[src/rtl/spr_pkg.sv]
`timescale 1ns / 1ps
// ----------------------------------------------------------------------------
// spr_pkg
// Shared widths, register indexes, reset values and the control and status
// bundles that pass between the step pulse rate limiter modules.
// ----------------------------------------------------------------------------
package spr_pkg;

  // field and register widths
  localparam int DATA_W = 32;
  localparam int CLK_W  = 30;
  localparam int PSC_W  = 16;
  localparam int STEP_W = 32;
  localparam int LIM_W  = 31;
  localparam int RLD_W  = 13;
  localparam int CMP_W  = 12;
  localparam int IDX_W  = 3;
  localparam int PROD_W = CLK_W + STEP_W;

  // register indexes
  localparam logic [IDX_W-1:0] CFG_TIMER_CLOCK_HZ = 3'd0;
  localparam logic [IDX_W-1:0] CFG_PRESCALER      = 3'd1;
  localparam logic [IDX_W-1:0] CFG_STEP_SIZE      = 3'd2;
  localparam logic [IDX_W-1:0] CFG_SPEED_LIMIT    = 3'd3;
  localparam logic [IDX_W-1:0] CFG_PRESSURE_LIMIT = 3'd4;
  localparam logic [IDX_W-1:0] CFG_DEADBAND       = 3'd5;

  // register reset values
  localparam logic [CLK_W-1:0]  RST_TIMER_CLOCK_HZ = 30'd84000000;
  localparam logic [PSC_W-1:0]  RST_PRESCALER      = 16'd83;
  localparam logic [STEP_W-1:0] RST_STEP_SIZE      = 32'd655;
  localparam logic [LIM_W-1:0]  RST_SPEED_LIMIT    = 31'd655360;
  localparam logic [LIM_W-1:0]  RST_PRESSURE_LIMIT = 31'd6553600;
  localparam logic [LIM_W-1:0]  RST_DEADBAND       = 31'd6554;

  // configuration register set
  typedef struct packed {
    logic [CLK_W-1:0]  timer_clock_hz;
    logic [PSC_W-1:0]  prescaler;
    logic [STEP_W-1:0] step_size;
    logic [LIM_W-1:0]  speed_limit;
    logic [LIM_W-1:0]  pressure_limit;
    logic [LIM_W-1:0]  deadband;
  } cfg_t;

  // controller to datapath commands
  typedef struct packed {
    logic capture;
    logic eval;
    logic tdiv_init;
    logic tdiv_step;
    logic mul_lo;
    logic mul_hi;
    logic qdiv_init;
    logic qdiv_step;
    logic load_out;
  } cmd_t;

  // datapath to controller status
  typedef struct packed {
    logic go;
    logic qbig;
    logic out_free;
  } sts_t;

endpackage

[src/rtl/spr_cfg.sv]
`timescale 1ns / 1ps
// ----------------------------------------------------------------------------
// spr_cfg
// Configuration register file, written one register per beat on the
// configuration channel. Writes to unknown indexes are dropped.
// ----------------------------------------------------------------------------
module spr_cfg (
  input  logic                           clk,
  input  logic                           rst,
  input  logic                           cfg_valid,
  input  logic [spr_pkg::IDX_W-1:0]      cfg_index,
  input  logic [spr_pkg::DATA_W-1:0]     cfg_data,
  output spr_pkg::cfg_t                  cfg
);

  // register writes, masked to each register's width
  always_ff @(posedge clk) begin
    if (rst) begin
      cfg.timer_clock_hz <= spr_pkg::RST_TIMER_CLOCK_HZ;
      cfg.prescaler      <= spr_pkg::RST_PRESCALER;
      cfg.step_size      <= spr_pkg::RST_STEP_SIZE;
      cfg.speed_limit    <= spr_pkg::RST_SPEED_LIMIT;
      cfg.pressure_limit <= spr_pkg::RST_PRESSURE_LIMIT;
      cfg.deadband       <= spr_pkg::RST_DEADBAND;
    end else if (cfg_valid) begin
      case (cfg_index)
        spr_pkg::CFG_TIMER_CLOCK_HZ: cfg.timer_clock_hz <= cfg_data[spr_pkg::CLK_W-1:0];
        spr_pkg::CFG_PRESCALER:      cfg.prescaler      <= cfg_data[spr_pkg::PSC_W-1:0];
        spr_pkg::CFG_STEP_SIZE:      cfg.step_size      <= cfg_data[spr_pkg::STEP_W-1:0];
        spr_pkg::CFG_SPEED_LIMIT:    cfg.speed_limit    <= cfg_data[spr_pkg::LIM_W-1:0];
        spr_pkg::CFG_PRESSURE_LIMIT: cfg.pressure_limit <= cfg_data[spr_pkg::LIM_W-1:0];
        spr_pkg::CFG_DEADBAND:       cfg.deadband       <= cfg_data[spr_pkg::LIM_W-1:0];
        default: ;
      endcase
    end
  end

endmodule

[src/rtl/spr_ctrl.sv]
`timescale 1ns / 1ps
// ----------------------------------------------------------------------------
// spr_ctrl
// Sequencer for one beat: input check, tick division, two-part multiply,
// quotient range check, short quotient division and output load.
// ----------------------------------------------------------------------------
module spr_ctrl #(
  parameter int QW = 13
) (
  input  logic            clk,
  input  logic            rst,
  input  logic            in_valid,
  output logic            in_ready,
  input  spr_pkg::sts_t   sts,
  output spr_pkg::cmd_t   cmd
);

  localparam int TW   = spr_pkg::CLK_W;
  localparam int MAXN = (QW > TW) ? QW : TW;
  localparam int CW   = $clog2(MAXN + 1);

  localparam logic [CW-1:0] TDIV_LAST = CW'(TW - 1);
  localparam logic [CW-1:0] QDIV_LAST = CW'(QW - 1);

  localparam logic [2:0] S_IDLE = 3'd0;
  localparam logic [2:0] S_EVAL = 3'd1;
  localparam logic [2:0] S_TDIV = 3'd2;
  localparam logic [2:0] S_MLO  = 3'd3;
  localparam logic [2:0] S_MHI  = 3'd4;
  localparam logic [2:0] S_QCHK = 3'd5;
  localparam logic [2:0] S_QDIV = 3'd6;
  localparam logic [2:0] S_DONE = 3'd7;

  logic [2:0]    state, state_next;
  logic [CW-1:0] cnt, cnt_next;

  // next state and commands
  always_comb begin
    state_next = state;
    cnt_next   = cnt;
    cmd        = '0;
    in_ready   = 1'b0;
    case (state)
      S_IDLE: begin
        in_ready = 1'b1;
        if (in_valid) begin
          cmd.capture = 1'b1;
          state_next  = S_EVAL;
        end
      end
      S_EVAL: begin
        cmd.eval      = 1'b1;
        cmd.tdiv_init = 1'b1;
        cnt_next      = '0;
        state_next    = sts.go ? S_TDIV : S_DONE;
      end
      S_TDIV: begin
        cmd.tdiv_step = 1'b1;
        cnt_next      = cnt + 1'b1;
        if (cnt == TDIV_LAST) begin
          state_next = S_MLO;
        end
      end
      S_MLO: begin
        cmd.mul_lo = 1'b1;
        state_next = S_MHI;
      end
      S_MHI: begin
        cmd.mul_hi = 1'b1;
        state_next = S_QCHK;
      end
      S_QCHK: begin
        cmd.qdiv_init = 1'b1;
        cnt_next      = '0;
        state_next    = sts.qbig ? S_DONE : S_QDIV;
      end
      S_QDIV: begin
        cmd.qdiv_step = 1'b1;
        cnt_next      = cnt + 1'b1;
        if (cnt == QDIV_LAST) begin
          state_next = S_DONE;
        end
      end
      S_DONE: begin
        if (sts.out_free) begin
          cmd.load_out = 1'b1;
          state_next   = S_IDLE;
        end
      end
      default: state_next = S_IDLE;
    endcase
  end

  // state registers
  always_ff @(posedge clk) begin
    if (rst) begin
      state <= S_IDLE;
      cnt   <= '0;
    end else begin
      state <= state_next;
      cnt   <= cnt_next;
    end
  end

endmodule

[src/rtl/spr_datapath.sv]
`timescale 1ns / 1ps
// ----------------------------------------------------------------------------
// spr_datapath
// Input limiting, restoring divider for the timer tick, shared 30x16
// multiplier, restoring divider for the low quotient bits, saturation and
// the output register with the held reload value.
// ----------------------------------------------------------------------------
module spr_datapath #(
  parameter int RELOAD_MIN = 1249,
  parameter int RELOAD_MAX = 4999,
  parameter int QW         = 13
) (
  input  logic                               clk,
  input  logic                               rst,
  input  spr_pkg::cmd_t                      cmd,
  output spr_pkg::sts_t                      sts,
  input  spr_pkg::cfg_t                      cfg,
  input  logic signed [spr_pkg::DATA_W-1:0]  speed_cmd,
  input  logic signed [spr_pkg::DATA_W-1:0]  pressure,
  input  logic signed [spr_pkg::DATA_W-1:0]  target,
  input  logic                               out_ready,
  output logic                               out_valid,
  output logic                               direction,
  output logic [spr_pkg::RLD_W-1:0]          reload,
  output logic [spr_pkg::CMP_W-1:0]          compare,
  output logic                               pulsing
);

  localparam int DW = spr_pkg::DATA_W;
  localparam int TW = spr_pkg::CLK_W;
  localparam int PW = spr_pkg::PROD_W;
  localparam int LW = spr_pkg::LIM_W;
  localparam int SW = spr_pkg::PSC_W + 1;
  localparam int HW = PW - QW;

  localparam logic [QW:0] MIN_P1 = (QW + 1)'(RELOAD_MIN + 1);
  localparam logic [QW:0] MIN_V  = (QW + 1)'(RELOAD_MIN);
  localparam logic [QW:0] MAX_V  = (QW + 1)'(RELOAD_MAX);

  // captured input beat
  logic signed [DW-1:0] spd, prs, tgt;

  always_ff @(posedge clk) begin
    if (cmd.capture) begin
      spd <= speed_cmd;
      prs <= pressure;
      tgt <= target;
    end
  end

  // over-pressure stop, speed clamp, direction and deadband test
  logic signed [DW:0] prs_x, spd_x, err;
  logic [DW:0]        pmag, smag_full, errmag;
  logic               over, dir_c, go_c;
  logic [LW-1:0]      smag_c;

  always_comb begin
    prs_x     = {prs[DW-1], prs};
    pmag      = prs_x[DW] ? $unsigned(-prs_x) : $unsigned(prs_x);
    over      = pmag > {2'b00, cfg.pressure_limit};
    spd_x     = over ? '0 : {spd[DW-1], spd};
    smag_full = spd_x[DW] ? $unsigned(-spd_x) : $unsigned(spd_x);
    smag_c    = (smag_full > {2'b00, cfg.speed_limit}) ? cfg.speed_limit
                                                         : smag_full[LW-1:0];
    dir_c     = spd_x[DW] && (smag_c != '0);
    err       = {tgt[DW-1], tgt} - prs_x;
    errmag    = err[DW] ? $unsigned(-err) : $unsigned(err);
    go_c      = (smag_c != '0) && (errmag >= {2'b00, cfg.deadband});
  end

  logic [LW-1:0] smag;
  logic          dir_r, go_r;

  always_ff @(posedge clk) begin
    if (cmd.eval) begin
      smag  <= smag_c;
      dir_r <= dir_c;
      go_r  <= go_c;
    end
  end

  // tick divider: timer clock over prescaler plus one, one bit per cycle
  logic [TW-1:0] tq;
  logic [SW-1:0] trem, tdiv;
  logic [SW:0]   tsh;
  logic          tbit;

  assign tdiv = {1'b0, cfg.prescaler} + 1'b1;
  assign tsh  = {trem, tq[TW-1]};
  assign tbit = tsh >= {1'b0, tdiv};

  always_ff @(posedge clk) begin
    if (cmd.tdiv_init) begin
      tq   <= cfg.timer_clock_hz;
      trem <= '0;
    end else if (cmd.tdiv_step) begin
      tq   <= {tq[TW-2:0], tbit};
      trem <= tbit ? SW'(tsh - {1'b0, tdiv}) : tsh[SW-1:0];
    end
  end

  // tick times step size in two halves through one multiplier
  logic [15:0]         mop;
  logic [TW+15:0]      mprod;
  logic [PW-1:0]       prod;

  assign mop   = cmd.mul_hi ? cfg.step_size[31:16] : cfg.step_size[15:0];
  assign mprod = {16'b0, tq} * {{TW{1'b0}}, mop};

  always_ff @(posedge clk) begin
    if (cmd.mul_lo) begin
      prod <= {16'b0, mprod};
    end else if (cmd.mul_hi) begin
      prod <= prod + {mprod, 16'b0};
    end
  end

  // quotient reaches 2^QW exactly when the high product part is not below speed
  logic qbig_c;
  assign qbig_c = prod[PW-1:QW] >= {{(HW - LW){1'b0}}, smag};

  // low quotient bits, one per cycle
  logic [QW-1:0] qq;
  logic [LW-1:0] qrem;
  logic [LW:0]   qsh;
  logic          qbit, big_r;

  assign qsh  = {qrem, qq[QW-1]};
  assign qbit = qsh >= {1'b0, smag};

  always_ff @(posedge clk) begin
    if (cmd.qdiv_init) begin
      qq    <= prod[QW-1:0];
      qrem  <= prod[QW+LW-1:QW];
      big_r <= qbig_c;
    end else if (cmd.qdiv_step) begin
      qq    <= {qq[QW-2:0], qbit};
      qrem  <= qbit ? LW'(qsh - {1'b0, smag}) : qsh[LW-1:0];
    end
  end

  // reload is quotient minus one, saturated to the allowed range
  logic [QW:0] qx, qm1, rsat;

  always_comb begin
    qx  = {1'b0, qq};
    qm1 = qx - 1'b1;
    if (big_r) begin
      rsat = MAX_V;
    end else if (qx < MIN_P1) begin
      rsat = MIN_V;
    end else if (qm1 > MAX_V) begin
      rsat = MAX_V;
    end else begin
      rsat = qm1;
    end
  end

  // output register and held reload
  logic [spr_pkg::RLD_W-1:0] held;

  always_ff @(posedge clk) begin
    if (rst) begin
      out_valid <= 1'b0;
      held      <= spr_pkg::RLD_W'(RELOAD_MAX);
    end else if (cmd.load_out) begin
      out_valid <= 1'b1;
      if (go_r) begin
        held <= spr_pkg::RLD_W'(rsat);
      end
    end else if (out_ready) begin
      out_valid <= 1'b0;
    end
  end

  always_ff @(posedge clk) begin
    if (cmd.load_out) begin
      direction <= dir_r;
      pulsing   <= go_r;
      reload    <= go_r ? spr_pkg::RLD_W'(rsat) : held;
      compare   <= go_r ? spr_pkg::CMP_W'(rsat >> 1) : '0;
    end
  end

  // status to the controller
  assign sts.go       = go_c;
  assign sts.qbig     = qbig_c;
  assign sts.out_free = !out_valid || out_ready;

endmodule

[src/rtl/step_pulse_rate_limiter.sv]
`timescale 1ns / 1ps
// ----------------------------------------------------------------------------
// step_pulse_rate_limiter
// Turns a speed command plus measured and target pressure into step timer
// direction, reload and compare settings.
// ----------------------------------------------------------------------------
// Usage:
//   Input channel (in_valid/in_ready) carries speed_cmd, pressure and target
//   as signed Q16.16. Each accepted beat yields exactly one output beat
//   (out_valid/out_ready) with direction, reload, compare and pulsing.
//   Configuration beats (cfg_valid/cfg_ready, cfg_index, cfg_data) write one
//   register each; cfg_ready is always high. Write only while idle.
//   A beat that stops pulses goes from the input check to the output load.
//   A pulsing beat runs the one-bit-per-cycle tick divider, the split
//   multiply and the quotient range check, then the low quotient bits
//   unless the quotient saturates high, and then the output load.
//   One beat is in work at a time; in_ready is high only between beats.
//   The output register lets a new beat start while a result waits; if the
//   receiver stalls, the finished beat waits until the register is free.
//   Reset restores the register defaults and sets the held reload to the
//   upper limit; no output beat is pending after reset.
// ----------------------------------------------------------------------------
module step_pulse_rate_limiter #(
  parameter int RELOAD_MIN = 1249,
  parameter int RELOAD_MAX = 4999
) (
  input  logic                               clk,
  input  logic                               rst,
  input  logic                               in_valid,
  output logic                               in_ready,
  input  logic signed [spr_pkg::DATA_W-1:0]  speed_cmd,
  input  logic signed [spr_pkg::DATA_W-1:0]  pressure,
  input  logic signed [spr_pkg::DATA_W-1:0]  target,
  output logic                               out_valid,
  input  logic                               out_ready,
  output logic                               direction,
  output logic [spr_pkg::RLD_W-1:0]          reload,
  output logic [spr_pkg::CMP_W-1:0]          compare,
  output logic                               pulsing,
  input  logic                               cfg_valid,
  output logic                               cfg_ready,
  input  logic [spr_pkg::IDX_W-1:0]          cfg_index,
  input  logic [spr_pkg::DATA_W-1:0]         cfg_data
);

  // quotient bits needed to tell values above the upper limit apart
  localparam int QW = $clog2(RELOAD_MAX + 2);

  spr_pkg::cfg_t cfg;
  spr_pkg::cmd_t cmd;
  spr_pkg::sts_t sts;

  assign cfg_ready = 1'b1;

  // register file
  spr_cfg u_cfg (
    .clk       (clk),
    .rst       (rst),
    .cfg_valid (cfg_valid),
    .cfg_index (cfg_index),
    .cfg_data  (cfg_data),
    .cfg       (cfg)
  );

  // sequencer
  spr_ctrl #(
    .QW (QW)
  ) u_ctrl (
    .clk      (clk),
    .rst      (rst),
    .in_valid (in_valid),
    .in_ready (in_ready),
    .sts      (sts),
    .cmd      (cmd)
  );

  // arithmetic and output register
  spr_datapath #(
    .RELOAD_MIN (RELOAD_MIN),
    .RELOAD_MAX (RELOAD_MAX),
    .QW         (QW)
  ) u_dp (
    .clk       (clk),
    .rst       (rst),
    .cmd       (cmd),
    .sts       (sts),
    .cfg       (cfg),
    .speed_cmd (speed_cmd),
    .pressure  (pressure),
    .target    (target),
    .out_ready (out_ready),
    .out_valid (out_valid),
    .direction (direction),
    .reload    (reload),
    .compare   (compare),
    .pulsing   (pulsing)
  );

  // one beat in work at a time
  a_single_beat: assert property (@(posedge clk) disable iff (rst)
    in_valid && in_ready |=> !in_ready)
    else $error("input accepted while a beat is in work");

  // compare is half the reload while pulsing
  a_cmp_half: assert property (@(posedge clk) disable iff (rst)
    out_valid && pulsing |-> compare == spr_pkg::CMP_W'(reload >> 1))
    else $error("compare does not match reload");

  // stopped pulses give a zero compare
  a_cmp_zero: assert property (@(posedge clk) disable iff (rst)
    out_valid && !pulsing |-> compare == '0)
    else $error("compare nonzero with pulses stopped");

  // reload stays within its saturation range
  a_rld_range: assert property (@(posedge clk) disable iff (rst)
    out_valid |-> reload >= spr_pkg::RLD_W'(RELOAD_MIN)
               && reload <= spr_pkg::RLD_W'(RELOAD_MAX))
    else $error("reload out of range");

endmodule
[config.mk]
export PLATFORM = sky130hd
export DESIGN_NAME = step_pulse_rate_limiter
export DESIGN_NICKNAME = d
export VERILOG_FILES = /design/src/rtl/spr_pkg.sv /design/src/rtl/spr_cfg.sv /design/src/rtl/spr_ctrl.sv /design/src/rtl/spr_datapath.sv /design/src/rtl/step_pulse_rate_limiter.sv
export SDC_FILE = /design/constraint.sdc
export NUM_CORES = 2
export LEC_CHECK = 0
export ABC_CLOCK_PERIOD_IN_PS = 22400
export BUFFER_PORTS_ARGS = -buffer_cell sky130_fd_sc_hd__buf_2
export CAP_MARGIN = 20
export CORE_ASPECT_RATIO = 1.2
export CORE_MARGIN = 2
export CORE_UTILIZATION = 35
export DETAILED_ROUTE_END_ITERATION = 8
export MAX_ROUTING_LAYER = met4
export PLACE_DENSITY = 0.51
export SYNTH_ARGS = -nofsm -noshare
export SYNTH_HDL_FRONTEND = slang
export SYNTH_SLANG_ARGS = --single-unit
[constraint.sdc]
create_clock -name clk -period 22.4 [get_ports clk]
set_input_delay 0 -clock clk [delete_from_list [all_inputs] [get_ports clk]]
set_output_delay 0 -clock clk [all_outputs]
set_load 0.03 [all_outputs]
==> out/summary.txt <==
synthesized net count = 6297
Core Area = 132000 um^2
simple logic cell fraction of the synthesized area = 18.9%
largest fanout of any net on the critical path = 30
net count of the finished layout = 6535
sum of overflow across all layers after global routing = 0
Max clock buf depth = 3
Filler cells = 13292
synthesized-area fraction occupied by ao, oa, aoi and oai cells = 13.4%
final cycle utilization of the critical path = 47.8%
number of enable flip-flop cells after synthesis = 277
most used standard cell by instance count after synthesis = sky130_fd_sc_hd__nand2_1
overall die width = 337 um
proportion of synthesized area in mux cells = 1.47%
synthesized-area fraction occupied by xor and xnor cells = 4.58%
share of synthesized registers carrying an async set or reset = 0%
number of hold buffers added after CTS = 206
Synth Area per Inst = 8.66 um^2
final routed wire length divided by cell count = 19.4 um
post-layout minimum cycle time = 10700 ps
Finished Core Util = 40.5%
number of antenna violations at the first check in global routing = 4
internal reg-to-reg setup slack = 11700 ps
sum of met3 wire segment lengths after detailed routing = 4700 um
length of routed wiring on met1 = 60500 um
setup tns final = 0 ps
cells after synthesis = 5387
Slew Viols, Final = 0
reg2reg path depth = 35
post-detailed-placement half-perimeter wirelength = 108000 um
Met2 Routed Length = 74500 um
number of detailed-routing iterations run before antenna repair = 5
highest routed metal layer = met4
total number of H-tree levels = 2
setup repair after global routing missed its margin = false
sequential cell area = 12800 um^2
DR vias/cell = 5.14
number of warning messages in the yosys log = 0
CTS Sinks = 503
Final Setup Violations = 0
largest net degree at the start of global routing = 68
GR Util All Layers = 22.0%
maxcap violations = 0
violation count after the first detailed-route iteration = 2207
Worst Hold Path EP = u_dp.tgt[4]
clock-pin slew on the worst setup and hold paths = 60 ps
crit path launch type = flop
Setup CP Type = reg2reg
area of combinational cells with multiple inputs = 30600 um^2
most area-consuming cells after synthesis = sky130_fd_sc_hd__edfxtp_1, sky130_fd_sc_hd__fa_1, sky130_fd_sc_hd__ha_1, sky130_fd_sc_hd__dfxtp_1, sky130_fd_sc_hd__nand2_1
highest achievable clock rate = 93.5 MHz
headroom to the max-slew limit = 16.6%
arrival time reported for the critical path endpoint = 11230 ps
required arrival time at the worst endpoint = 22940 ps
clock tree from TritonCTS = yes
slew at the pin closest to its max-slew limit = 1250 ps
count of endpoints failing hold in the final timing report = 0
number of non-filler instances in the completed layout = 7459
number of global-route vias before repair = 39190
CTS root buffer = sky130_fd_sc_hd__clkbuf_16
I/O pin total = 166
worst clock skew on the final layout = 54.3 ps
global-route wire length before repair = 226000 um
wire length after detailed routing = 145000 um
biggest area consumer among synthesized cells = sky130_fd_sc_hd__edfxtp_1
number of routed nets with antenna violations = 0
type of destination of the critical path = flop
port bufs = 164
post-synth top area share = 17.8%
list of most frequent post-synthesis cells = sky130_fd_sc_hd__nand2_1, sky130_fd_sc_hd__inv_1, sky130_fd_sc_hd__fa_1
initial cell density of the core = 35.3%
Mapped Area = 46700 um^2
sequential cell area fraction in the yosys report = 27.5%
routed via count = 38358
Num CTS Buffers = 61
Reg-to-Reg Start = u_ctrl.state[2]
number of gates resized after CTS = 0
Min-Delay Path Depth = 2
Hold Startpoint = target[4]
cell at the slowest stage of the critical path = sky130_fd_sc_hd__a21boi_0
share of final-layout standard cells stronger than drive strength 1 = 6.89%
remaining design rule violation count = 0
Area growth, synth to finish = 14.6%
RD Place Congestion = 0.910
CP max stage delay = 630 ps
result of the run = completed
post-synthesis share of cell area spent on full adders, half adders and majority gates = 27.1%
number of post-CTS setup repair buffers = 0
number of rows in the core area = 146
DP Cell Count = 7126
Skew-Pair Late Insertion Delay = 700 ps
Die Outline Area = 136000 um^2
unique cell type count in the Yosys netlist = 98
Post-synth top flop = sky130_fd_sc_hd__edfxtp_1
combinational family with the most area after synthesis = adder cells
most numerous cell on the critical path = sky130_fd_sc_hd__fa_1
number of register bits inferred by synthesis = 503
chip height = 404 um
classification of the worst-slack hold path = in2reg
Critical R2R Capture = u_dp.prod[61]
==> per-layer routing <==
| layer | track usage (%) | up-vias |
|---|---|---|
| li1 | - | 18481 |
| met1 | 25.9 | 18924 |
| met2 | 39.2 | 726 |
| met3 | 1.96 | 227 |
| met4 | 7.40 | 0 |
| met5 | - | - |
==> worst max-delay path by stage <==
stage                               start             to  slack [ps]
after detailed placement  u_ctrl.state[2]  u_dp.prod[61]       11760
after CTS                 u_ctrl.state[2]  u_dp.prod[61]       11720
after global placement    u_ctrl.state[0]  u_dp.prod[61]       11870
after floorplan           u_ctrl.state[0]  u_dp.prod[61]       12900
after global routing      u_ctrl.state[2]  u_dp.prod[61]       11040
final                     u_ctrl.state[2]  u_dp.prod[61]       11700
==> worst max-delay path, delay by kind of cell, from the launching register on <==
kind | cells | cell delay (ps)
XOR/XNOR | 1 | 120
multiplexers | 2 | 600
buffers and inverters | 4 | 940
flip-flops | 1 | 540
AO/OA/AOI/OAI | 16 | 3760
AND/OR/NAND/NOR | 4 | 660
adder cells (fa/ha/maj) | 8 | 3900
==> layout by cell type (no fill, tap or decap), types with 14 or more instances in the layout <==
| cell type | n |
|---|---|
| sky130_fd_sc_hd__nand2_1 | 1105 |
| sky130_fd_sc_hd__inv_1 | 609 |
| sky130_fd_sc_hd__fa_1 | 394 |
| sky130_fd_sc_hd__ha_1 | 380 |
| sky130_fd_sc_hd__a21oi_1 | 357 |
| sky130_fd_sc_hd__edfxtp_1 | 277 |
| sky130_fd_sc_hd__dfxtp_1 | 226 |
| sky130_fd_sc_hd__o21ai_0 | 217 |
| sky130_fd_sc_hd__nor2_1 | 214 |
| sky130_fd_sc_hd__dlygate4sd3_1 | 207 |
| sky130_fd_sc_hd__buf_2 | 163 |
| sky130_fd_sc_hd__xnor2_1 | 153 |
| sky130_fd_sc_hd__nor2b_1 | 113 |
| sky130_fd_sc_hd__a21o_1 | 106 |
| sky130_fd_sc_hd__xor2_1 | 89 |
| sky130_fd_sc_hd__nand3_1 | 84 |
| sky130_fd_sc_hd__and2_1 | 80 |
| sky130_fd_sc_hd__clkbuf_16 | 61 |
| sky130_fd_sc_hd__nand2b_1 | 54 |
| sky130_fd_sc_hd__nand4_1 | 54 |
| sky130_fd_sc_hd__buf_4 | 51 |
| sky130_fd_sc_hd__mux2i_1 | 50 |
| sky130_fd_sc_hd__nor3_1 | 47 |
| sky130_fd_sc_hd__o211ai_1 | 36 |
| sky130_fd_sc_hd__o31ai_1 | 35 |
| sky130_fd_sc_hd__o21a_1 | 32 |
| sky130_fd_sc_hd__nor4_1 | 31 |
| sky130_fd_sc_hd__a211oi_1 | 29 |
| sky130_fd_sc_hd__or3_1 | 26 |
| sky130_fd_sc_hd__and3_1 | 26 |
| sky130_fd_sc_hd__a31oi_1 | 23 |
| sky130_fd_sc_hd__o21bai_1 | 23 |
| sky130_fd_sc_hd__or2_2 | 20 |
| sky130_fd_sc_hd__a211o_1 | 19 |
| sky130_fd_sc_hd__o41ai_1 | 17 |
| sky130_fd_sc_hd__and4_1 | 14 |
==> kinds of logic (layout without fill, tap and decap cells) <==
kind of cell    count (synthesis)  after routing
simple gates                 1930           1930
flops                         503            503
buf+inv                       867           1158
fa+ha+maj                     774            774
compound gates               1003           1003
other cells                     1              6
xor+xnor                      243            243
mux                            66             66
==> through the flow <==
step	cell area, um^2	hold WS (ps)	setup WS (ps)
final	53500	28.9	11700
after detailed placement	49200	178	11760
after floorplan	46700	98.9	12900
after global routing	53500	13.5	11040
after CTS	53300	0.478	11720
after global placement	49200	176	11870
==> registers in the layout, summed over array words and instances (netlist names), 5 cells and up <==
signal and count:
u_dp.qq 13, u_dp.qrem 31, u_ctrl.cnt 5, u_cfg.cfg 171
u_dp.tgt 32, u_dp.prs 32, u_dp.compare 12, u_dp.held 13
u_dp.tq 30, u_dp.prod 62, u_dp.trem 17, u_dp.spd 32
u_dp.reload 13, u_dp.smag 31
==> cell type report <==
class	instances	area share, %
inverter	615	4.32
clock buffer	78	3.05
timing repair buffer	427	6.35
multi-input combinational	4017	57.2
tap	1776	4.16
antenna	5	0.0234
sequential	503	24.0
clock inverter	38	0.854
Power is not shown: default switching activity piles up to over one toggle a cycle in this logic, so the estimate is an artifact.
